<file path="src/design/imu_orientation_motion_classifier_unit_defines.svh">
// Assertion macros for the IMU orientation and motion classifier unit.
`ifndef IMU_ORIENTATION_MOTION_CLASSIFIER_UNIT_DEFINES_SVH
`define IMU_ORIENTATION_MOTION_CLASSIFIER_UNIT_DEFINES_SVH

// Same-cycle implication, disabled while reset is asserted.
`define IMU_OMC_ASSERT_IMPL(label, clk, rst_n, ante, cons, msg) \
    label: assert property (@(posedge clk) disable iff (!rst_n) (ante) |-> (cons)) \
        else $error(msg);

// Implication with a delayed consequent.
`define IMU_OMC_ASSERT_DLY3(label, clk, rst_n, ante, cons, msg) \
    label: assert property (@(posedge clk) disable iff (!rst_n) (ante) |-> ##3 (cons)) \
        else $error(msg);

`endif

</file>
<file path="src/design/imu_omc_pkg.sv">
// Package: widths, thresholds, codes and sensitivity tables of the IMU classifier.
`timescale 1ns / 1ps
package imu_omc_pkg;

    // Scaled axis value: 16-bit sample times 17-bit sensitivity, less a 25-bit offset
    localparam int VAL_W  = 34;
    localparam int SENS_W = 17;
    localparam int MAG_W  = 32;

    localparam logic signed [VAL_W-1:0] ACCEL_THRESH_UG  = 34'sd750000;
    localparam logic        [MAG_W-1:0] GYRO_THRESH_UDPS = 32'd10000000;

    // Commands
    localparam logic CMD_ACCEL = 1'b0;
    localparam logic CMD_GYRO  = 1'b1;

    // Configuration register indexes
    localparam logic [2:0] CFG_ACCEL_RANGE = 3'd0;
    localparam logic [2:0] CFG_GYRO_RANGE  = 3'd1;
    localparam logic [2:0] CFG_OFFSET_X    = 3'd2;
    localparam logic [2:0] CFG_OFFSET_Y    = 3'd3;
    localparam logic [2:0] CFG_OFFSET_Z    = 3'd4;

    // Orientation classes
    localparam logic [2:0] ORI_SCREEN_DOWN = 3'd0;
    localparam logic [2:0] ORI_SCREEN_UP   = 3'd1;
    localparam logic [2:0] ORI_TOP_DOWN    = 3'd2;
    localparam logic [2:0] ORI_BOTTOM_DOWN = 3'd3;
    localparam logic [2:0] ORI_RIGHT_DOWN  = 3'd4;
    localparam logic [2:0] ORI_LEFT_DOWN   = 3'd5;
    localparam logic [2:0] ORI_MOVING      = 3'd6;

    // Motion classes
    localparam logic [2:0] MOT_TURN_RIGHT = 3'd0;
    localparam logic [2:0] MOT_TURN_LEFT  = 3'd1;
    localparam logic [2:0] MOT_TILT_LEFT  = 3'd2;
    localparam logic [2:0] MOT_TILT_RIGHT = 3'd3;
    localparam logic [2:0] MOT_TILT_DOWN  = 3'd4;
    localparam logic [2:0] MOT_TILT_UP    = 3'd5;
    localparam logic [2:0] MOT_STABLE     = 3'd6;

    // Accel sensitivity, micro-g per LSB
    function automatic logic [SENS_W-1:0] accel_sens(input logic [1:0] sel);
        logic [SENS_W-1:0] s;
        unique case (sel)
            2'd0:    s = 17'd61;
            2'd1:    s = 17'd122;
            2'd2:    s = 17'd244;
            default: s = 17'd488;
        endcase
        return s;
    endfunction

    // Gyro sensitivity, micro-dps per LSB; unused selections read as zero
    function automatic logic [SENS_W-1:0] gyro_sens(input logic [2:0] sel);
        logic [SENS_W-1:0] s;
        unique case (sel)
            3'd0:    s = 17'd4375;
            3'd1:    s = 17'd8750;
            3'd2:    s = 17'd17500;
            3'd3:    s = 17'd35000;
            3'd4:    s = 17'd70000;
            default: s = 17'd0;
        endcase
        return s;
    endfunction

endpackage

</file>
<file path="src/design/imu_orientation_motion_classifier_unit.sv">
// Top level: three-stage IMU orientation / motion classifier.
`timescale 1ns / 1ps
`include "imu_orientation_motion_classifier_unit_defines.svh"
//
// Channel   | Ports                                        | Handshake
// ----------+----------------------------------------------+---------------------------
// item in   | i_command, i_sample_x/_y/_z                  | start & !busy
// item out  | o_category, o_rate_magnitude                 | o_result_valid, one cycle
// config    | i_cfg_index, i_cfg_data                      | i_cfg_we, no wait
//
// Cycles: an item may be started every cycle; busy is never raised.
// Path: an accepted item passes through the input register, the scaled-axis
//   register and the result register before the result strobe is shown.
// The three per-axis multipliers set the critical path of the middle stage.
// Reset: synchronous, active low; clears pipe valids and restores register defaults.
// Stalls: none; the receiver takes every result in the cycle it is shown.
//
module imu_orientation_motion_classifier_unit (
    input  logic                              i_clk,
    input  logic                              i_rst_n,
    // item in
    input  logic                              start,
    output logic                              busy,
    input  logic                              i_command,
    input  logic signed [15:0]                i_sample_x,
    input  logic signed [15:0]                i_sample_y,
    input  logic signed [15:0]                i_sample_z,
    // config write port
    input  logic                              i_cfg_we,
    input  logic [2:0]                        i_cfg_index,
    input  logic [24:0]                       i_cfg_data,
    // item out
    output logic                              o_result_valid,
    output logic [2:0]                        o_category,
    output logic [imu_omc_pkg::MAG_W-1:0]     o_rate_magnitude
);

    localparam int VW = imu_omc_pkg::VAL_W;
    localparam int MW = imu_omc_pkg::MAG_W;
    localparam int SW = imu_omc_pkg::SENS_W;

    // ---------------- configuration registers ----------------
    logic [1:0]         r_accel_range_sel;
    logic [2:0]         r_gyro_range_sel;
    logic signed [24:0] r_ofs_x, r_ofs_y, r_ofs_z;

    always_ff @(posedge i_clk) begin
        if (!i_rst_n) begin
            r_accel_range_sel <= 2'd0;
            r_gyro_range_sel  <= 3'd1;
            r_ofs_x           <= '0;
            r_ofs_y           <= '0;
            r_ofs_z           <= '0;
        end else if (i_cfg_we) begin
            unique case (i_cfg_index)
                imu_omc_pkg::CFG_ACCEL_RANGE: r_accel_range_sel <= i_cfg_data[1:0];
                imu_omc_pkg::CFG_GYRO_RANGE:  r_gyro_range_sel  <= i_cfg_data[2:0];
                imu_omc_pkg::CFG_OFFSET_X:    r_ofs_x           <= i_cfg_data;
                imu_omc_pkg::CFG_OFFSET_Y:    r_ofs_y           <= i_cfg_data;
                imu_omc_pkg::CFG_OFFSET_Z:    r_ofs_z           <= i_cfg_data;
                default: ;  // indexes past the list are dropped
            endcase
        end
    end

    // The pipe never holds off a new item.
    assign busy = 1'b0;

    // ---------------- stage A: input register ----------------
    logic               r_a_valid;
    logic               r_a_cmd;
    logic signed [15:0] r_a_x, r_a_y, r_a_z;

    always_ff @(posedge i_clk) begin
        if (!i_rst_n) begin
            r_a_valid <= 1'b0;
        end else begin
            r_a_valid <= start && !busy;
        end
    end

    always_ff @(posedge i_clk) begin
        if (start && !busy) begin
            r_a_cmd <= i_command;
            r_a_x   <= i_sample_x;
            r_a_y   <= i_sample_y;
            r_a_z   <= i_sample_z;
        end
    end

    // ---------------- stage B: scale and remove offset ----------------
    logic [SW-1:0]        w_sens;
    logic signed [VW-1:0] w_sens_ext;
    logic signed [VW-1:0] n_b_x, n_b_y, n_b_z;
    logic signed [VW-1:0] w_ofs_x, w_ofs_y, w_ofs_z;

    assign w_sens = (r_a_cmd == imu_omc_pkg::CMD_GYRO)
                  ? imu_omc_pkg::gyro_sens(r_gyro_range_sel)
                  : imu_omc_pkg::accel_sens(r_accel_range_sel);
    assign w_sens_ext = {{(VW-SW){1'b0}}, w_sens};

    // Offsets only apply to accel items.
    assign w_ofs_x = (r_a_cmd == imu_omc_pkg::CMD_ACCEL) ? {{(VW-25){r_ofs_x[24]}}, r_ofs_x} : '0;
    assign w_ofs_y = (r_a_cmd == imu_omc_pkg::CMD_ACCEL) ? {{(VW-25){r_ofs_y[24]}}, r_ofs_y} : '0;
    assign w_ofs_z = (r_a_cmd == imu_omc_pkg::CMD_ACCEL) ? {{(VW-25){r_ofs_z[24]}}, r_ofs_z} : '0;

    assign n_b_x = ({{(VW-16){r_a_x[15]}}, r_a_x} * w_sens_ext) - w_ofs_x;
    assign n_b_y = ({{(VW-16){r_a_y[15]}}, r_a_y} * w_sens_ext) - w_ofs_y;
    assign n_b_z = ({{(VW-16){r_a_z[15]}}, r_a_z} * w_sens_ext) - w_ofs_z;

    logic                 r_b_valid;
    logic                 r_b_cmd;
    logic signed [VW-1:0] r_b_x, r_b_y, r_b_z;

    always_ff @(posedge i_clk) begin
        if (!i_rst_n) begin
            r_b_valid <= 1'b0;
        end else begin
            r_b_valid <= r_a_valid;
        end
    end

    always_ff @(posedge i_clk) begin
        if (r_a_valid) begin
            r_b_cmd <= r_a_cmd;
            r_b_x   <= n_b_x;
            r_b_y   <= n_b_y;
            r_b_z   <= n_b_z;
        end
    end

    // ---------------- stage C: classify ----------------
    // Gyro magnitudes stay below 2^32, so the low word of |v| is exact.
    logic [VW-1:0] w_nx, w_ny, w_nz;
    logic [MW-1:0] w_ax, w_ay, w_az;
    logic          w_z_dom, w_x_over_y;
    logic          w_x_big, w_y_big, w_z_big;
    logic [2:0]    n_cat_ori, n_cat_mot, n_category;
    logic [MW-1:0] n_mag_mot, n_rate_magnitude;

    assign w_nx = -r_b_x;
    assign w_ny = -r_b_y;
    assign w_nz = -r_b_z;
    assign w_ax = r_b_x[VW-1] ? w_nx[MW-1:0] : r_b_x[MW-1:0];
    assign w_ay = r_b_y[VW-1] ? w_ny[MW-1:0] : r_b_y[MW-1:0];
    assign w_az = r_b_z[VW-1] ? w_nz[MW-1:0] : r_b_z[MW-1:0];

    assign w_z_dom    = (w_az > w_ax) && (w_az > w_ay);
    assign w_x_over_y = (w_ax > w_ay);
    assign w_x_big    = (w_ax > imu_omc_pkg::GYRO_THRESH_UDPS);
    assign w_y_big    = (w_ay > imu_omc_pkg::GYRO_THRESH_UDPS);
    assign w_z_big    = (w_az > imu_omc_pkg::GYRO_THRESH_UDPS);

    // Orientation: z first, then x, then y; strict compares.
    always_comb begin
        priority if (r_b_z > imu_omc_pkg::ACCEL_THRESH_UG) begin
            n_cat_ori = imu_omc_pkg::ORI_SCREEN_DOWN;
        end else if (r_b_z < -imu_omc_pkg::ACCEL_THRESH_UG) begin
            n_cat_ori = imu_omc_pkg::ORI_SCREEN_UP;
        end else if (r_b_x > imu_omc_pkg::ACCEL_THRESH_UG) begin
            n_cat_ori = imu_omc_pkg::ORI_TOP_DOWN;
        end else if (r_b_x < -imu_omc_pkg::ACCEL_THRESH_UG) begin
            n_cat_ori = imu_omc_pkg::ORI_BOTTOM_DOWN;
        end else if (r_b_y > imu_omc_pkg::ACCEL_THRESH_UG) begin
            n_cat_ori = imu_omc_pkg::ORI_RIGHT_DOWN;
        end else if (r_b_y < -imu_omc_pkg::ACCEL_THRESH_UG) begin
            n_cat_ori = imu_omc_pkg::ORI_LEFT_DOWN;
        end else begin
            n_cat_ori = imu_omc_pkg::ORI_MOVING;
        end
    end

    // Motion: dominant z, else the larger of x and y (ties go to y).
    // A dominant z under threshold falls through to the x/y test.
    always_comb begin
        priority if (w_z_dom && w_z_big) begin
            n_cat_mot = r_b_z[VW-1] ? imu_omc_pkg::MOT_TURN_LEFT : imu_omc_pkg::MOT_TURN_RIGHT;
            n_mag_mot = w_az;
        end else if (w_x_over_y && w_x_big) begin
            n_cat_mot = r_b_x[VW-1] ? imu_omc_pkg::MOT_TILT_RIGHT : imu_omc_pkg::MOT_TILT_LEFT;
            n_mag_mot = w_ax;
        end else if (!w_x_over_y && w_y_big) begin
            n_cat_mot = r_b_y[VW-1] ? imu_omc_pkg::MOT_TILT_UP : imu_omc_pkg::MOT_TILT_DOWN;
            n_mag_mot = w_ay;
        end else begin
            n_cat_mot = imu_omc_pkg::MOT_STABLE;
            n_mag_mot = '0;
        end
    end

    assign n_category       = (r_b_cmd == imu_omc_pkg::CMD_GYRO) ? n_cat_mot : n_cat_ori;
    assign n_rate_magnitude = (r_b_cmd == imu_omc_pkg::CMD_GYRO) ? n_mag_mot : '0;

    always_ff @(posedge i_clk) begin
        if (!i_rst_n) begin
            o_result_valid <= 1'b0;
        end else begin
            o_result_valid <= r_b_valid;
        end
    end

    always_ff @(posedge i_clk) begin
        if (r_b_valid) begin
            o_category       <= n_category;
            o_rate_magnitude <= n_rate_magnitude;
        end
    end

    // ---------------- assertions ----------------
    // Strobe is set by the result register, after the input and scaled-axis registers.
    `IMU_OMC_ASSERT_DLY3(a_latency, i_clk, i_rst_n, start && !busy, o_result_valid,
        "accepted item did not produce a result strobe two edges later")
    `IMU_OMC_ASSERT_IMPL(a_stable_zero, i_clk, i_rst_n,
        o_result_valid && (o_category == imu_omc_pkg::MOT_STABLE), o_rate_magnitude == '0,
        "stable or moving result carries a non-zero magnitude")
    `IMU_OMC_ASSERT_IMPL(a_mag_over_thresh, i_clk, i_rst_n,
        o_result_valid && (o_rate_magnitude != '0),
        o_rate_magnitude > imu_omc_pkg::GYRO_THRESH_UDPS,
        "reported rate magnitude not above the motion threshold")

endmodule
</file>
<file path="config.mk">
export PLATFORM = sky130hd
export DESIGN_NAME = imu_orientation_motion_classifier_unit
export DESIGN_NICKNAME = d
export VERILOG_FILES = /design/src/design/imu_omc_pkg.sv /design/src/design/imu_orientation_motion_classifier_unit.sv
export VERILOG_INCLUDE_DIRS = /design/src /design/src/design
export SDC_FILE = /design/constraint.sdc
export NUM_CORES = 2
export LEC_CHECK = 0
export BUFFER_PORTS_ARGS = -buffer_cell sky130_fd_sc_hd__buf_2
export CAP_MARGIN = 20
export CORE_ASPECT_RATIO = 1.1
export CORE_MARGIN = 3
export CORE_UTILIZATION = 47
export DETAILED_ROUTE_END_ITERATION = 7
export GPL_TIMING_DRIVEN = 0
export SYNTH_ARGS = -nofsm -noshare
export SYNTH_HDL_FRONTEND = slang
export SYNTH_SLANG_ARGS = --single-unit
</file>
<file path="constraint.sdc">
create_clock -name i_clk -period 22.2 [get_ports i_clk]
set_input_delay 3.33 -clock i_clk [delete_from_list [all_inputs] [get_ports i_clk]]
set_output_delay 3.33 -clock i_clk [all_outputs]
set_load 0.05 [all_outputs]
</file>
==> impl.org <==
** Outcome
- Status :: finished clean

** Finish
- In the final layout, flip-flops and latches occupy 0.00728 mm².
- After the last flow step, the layout net total stands at 6194.
- Combined area of the multi-input logic cells :: 0.0333 mm²
- Leaving out filler cells and counting taps, the final layout contains 6222.
- Relative to the synthesized area, the layout overhead comes to 8.10%.
- Fraction of layout instances using a drive strength above 1 :: 4.66%
- The layout has 8923 filler cells.

** Drt
- Via count :: 34800
- Dividing the detail-routed wire length by the instance count gives 25.2 µm.
- Once detail routing completed, the nets flagged for antenna violations numbered 0.
- Total Routed Length :: 157000 µm
- Dividing the detail-routed via count by the number of cells gives 5.59.
- DRT iter0 DRCs :: 2893
- DRC violation count after routing :: 0
- Length of the first detailed-routing pass in iterations :: 6

** Setup path
- Worst reg-to-reg setup slack :: 11.55 ns
- Capturing element type of the critical path :: flop
- By instance count, the cell type seen most on the critical path is fa_1.
- Data on the critical path arrives at its endpoint at 10.89 ns.
- In this run the critical register-to-register path is launched from r_gyro_range_sel[1]$_SDFFE_PN0P_.
- Category of the critical setup timing path :: flop to flop
- Capture instance of the worst register-to-register path :: r_b_x[33]$_DFFE_PP_
- Maximum fanout along the worst path :: 11
- Type of element launching the critical path :: flop
- The number of buffers and inverters on the critical path is 6.
- Grouping stages by cell kind, the critical path spends the most delay in adder cells.
- Depth of the worst register-to-register path :: 27
- The largest single stage delay on the critical path is 0.93 ns.
- STA puts the critical path data required time at 22.44 ns.
- Standard cell with the maximum stage delay on the critical path :: clkbuf_1

** Synth
- After synthesis the cells add up to 0.0447 mm².
- Fraction of synthesized cell area in xor and xnor cells :: 3.56%
- Most used DFF post-synth :: edfxtp_1
- The number of nets handed over by synthesis was 6023.
- Proportion of register bits with asynchronous set or reset after synthesis :: 0%
- Compound-Gate Fraction of Synth Area :: 10.0%
- Synthesis handed over a netlist of 4760 instances.
- Proportion of synthesized chip area in sequential cells :: 16.3%
- Post-synthesis register bit count :: 270
- Commonest cells in the netlist :: inv_1, fa_1, nand2_1, ha_1, and2_1
- Synth Area in Adders :: 44.8%
- Yosys cell types :: 83
- After synthesis, the largest family of logic cells by area is adder cells.
- Leading area contributor after synthesis :: fa_1
- Proportion of synthesized area in mux cells :: 0.408%
- Summed over its instances, the top area cell type makes up 31.4% of the synthesized netlist area.
- Leading post-synthesis cells by cell area :: fa_1, ha_1, edfxtp_1
- A synthesized cell averages 9.40 µm².
- In the post-synthesis netlist, the cell with the most instances is inv_1.
- In this run, synthesis inferred 187 flip-flops with an integrated enable.
- Warnings, synthesis :: 0
- The synthesized netlist devotes 15.7% of its cell area to simple gates.

** Clock tree
- The number of clock buffers added by TritonCTS is 35.
- Gates resized during post-CTS repair numbered 0.
- Number of hold-repair buffers added at the cts stage :: 0
- Clock latency on the worst-skew pair :: 0.60 ns
- In this run the post-CTS setup repair buffer count came out at 0.
- Deepest clock path buffer count :: 3
- For this design, the sink count on the clock tree is 270.
- TritonCTS built the clock tree.
- Clock input transition at the sequential cells of the worst setup and hold paths :: 0.06 ns
- The root buffer cell chosen for the clock tree is clkbuf_16.
- In this run the number of H-tree levels came out at 2.

** STA
- For this run, the top clock speed supported by timing is 93.9 MHz.
- Setup repair after global routing missed its margin :: false
- Final critical delay including setup and external delays :: 10.65 ns
- Worst clock skew :: 0.0310 ns
- Adding up every negative setup slack in the final design gives 0 ns.
- For the pin with the worst max-slew slack, the measured transition is 1.27 ns.
- Setup violations remaining at the end of the flow were counted as 0.
- The number of hold-slack violations in the final timing report was 0.
- Pins over their slew limit :: 0
- Max_slew headroom :: 15.6%
- Dividing the final minimum period by the clock period gives 48.0%.
- Worst hold slack after final layout :: 0.462 ns

** Min path
- In this run the worst hold path is classified as flop to flop.
- Worst Hold Launch :: r_ofs_z[15]$_SDFFE_PN0P_
- The worst hold path was traced through 2 stages.
- The path with the worst hold slack has its endpoint at r_ofs_z[15]$_SDFFE_PN0P_.

** Floorplan
- # IOs :: 118
- For this configuration, the core starts out at a cell density of 47.4%.
- After floorplanning, the core was sized to cover 0.0943 mm².
- The die covers 0.0989 mm².
- Row generation in the floorplan step produced 118 rows.
- The die is 300 µm wide.
- The die is 330 µm tall.

** GRT
- Overall overflow remaining after global route :: 0
- Across every metal layer, demand over resource in global routing totals 31.8%.
- Largest net degree at the start of global routing :: 68
- Initial antenna violation count :: 15
- First-pass GRT wire length :: 229000 µm
- The number of global-route vias before repair is 34800.

** Placement
- Number of cells after detailed placement :: 6151
- At the end of routability-driven placement, the weighted congestion stood at 1.02.
- Final HPWL from detailed placement :: 132000 µm
- Quantity of I/O buffers inserted on ports :: 115

** Job
- # Max-Cap Violations :: 0
-- cell type report --
cell class / count / area share, %
inverter: 853 / 6.62
buffer: 230 / 1.91
clock inverter: 13 / 0.264
timing repair buffer: 134 / 1.79
tap: 1260 / 3.26
antenna: 6 / 0.0310
multi-input combinational: 3407 / 68.9
sequential: 270 / 15.1
clock buffer: 49 / 2.13
-- through the flow --
step | instance area (µm²) | util (%) | worst slack, ns
floorplan | 44700 | - | 14.78
global placement | 46900 | 49.7 | 11.55
detailed placement | 47200 | 50.0 | 11.84
CTS | 48300 | 51.2 | 11.79
global route | 48300 | 51.2 | 11.34
finish | 48400 | 51.3 | 11.55
-- registers in the layout (all words and copies together), names as in the netlist --
register and cells:
r_a_valid 1, r_a_y 16, r_ofs_x 25, r_b_y 34
r_ofs_y 25, r_b_valid 1, r_a_z 16, r_ofs_z 25
o_category 3, r_b_x 34, o_rate_magnitude 32, r_a_x 16
r_accel_range_sel 2, r_gyro_range_sel 3, r_b_z 34, r_b_cmd 1
o_result_valid 1, r_a_cmd 1
-- placed cells by master, fill, tap and decap left out, drive strengths merged, types with 17 or more instances in the layout --
cell,n
a211oi,17
a21boi,80
a21o,68
a21oi,137
a31oi,19
a32oi,22
and2,320
and3,72
buf,152
clkbuf,261
dfxtp,83
edfxtp,187
fa,702
ha,480
inv,855
nand2,516
nand2b,91
nand3,37
nand4,47
nor2,109
nor2b,35
nor3,33
nor4,23
o211ai,25
o21a,18
o21ai,113
o21bai,20
o31ai,33
o41ai,35
or3,23
or4,20
xnor2,120
xor2,62
-- tightest hold or removal path, cell delays in order, from the launching register on --
cell and delay [ns]:
dfxtp_1 0.31, nand2_1 0.05, a21boi_0 0.06
-- cells by family (layout without fill, tap and decap cells) --
kind of cell             after synthesis  count (layout)
other                                  1               7
AO/OA/AOI/OAI                        656             656
multiplexers                          18              18
buffers and inverters               1083            1279
AND/OR/NAND/NOR                     1368            1368
adder cells (fa/ha/maj)             1182            1182
XOR/XNOR                             182             182
flip-flops                           270             270
-- per-layer routing --
metal / part of all wire [%] / track usage [%] / vias up / wire length [µm]
li1: - / - / 15700 / -
met4: 6.0 / 16.0 / 16 / 9370
met5: 0.21 / 2.28 / - / 322
met3: 9.5 / 9.37 / 368 / 14800
met2: 44 / 49.1 / 1486 / 68800
met1: 40 / 40.6 / 17200 / 63300
-- how the worst max path moves through the flow --
| stage | cells after the start | startpoint | slack (ns) | to |
|---|---|---|---|---|
| finish | 27 | r_gyro_range_sel[1]$_SDFFE_PN0P_ | 11.55 | r_b_x[33]$_DFFE_PP_ |
| global route | 27 | r_gyro_range_sel[1]$_SDFFE_PN0P_ | 11.34 | r_b_x[31]$_DFFE_PP_ |
| CTS | 27 | r_a_cmd$_DFFE_PP_ | 11.79 | r_b_x[33]$_DFFE_PP_ |
| detailed placement | 27 | r_a_cmd$_DFFE_PP_ | 11.84 | r_b_x[33]$_DFFE_PP_ |
| global placement | 27 | r_a_cmd$_DFFE_PP_ | 11.55 | r_b_x[32]$_DFFE_PP_ |
| floorplan | 26 | r_gyro_range_sel[1]$_SDFFE_PN0P_ | 14.78 | r_b_x[31]$_DFFE_PP_ |
Power is not shown: default switching activity piles up to over one toggle a cycle in this logic, so the estimate is an artifact.
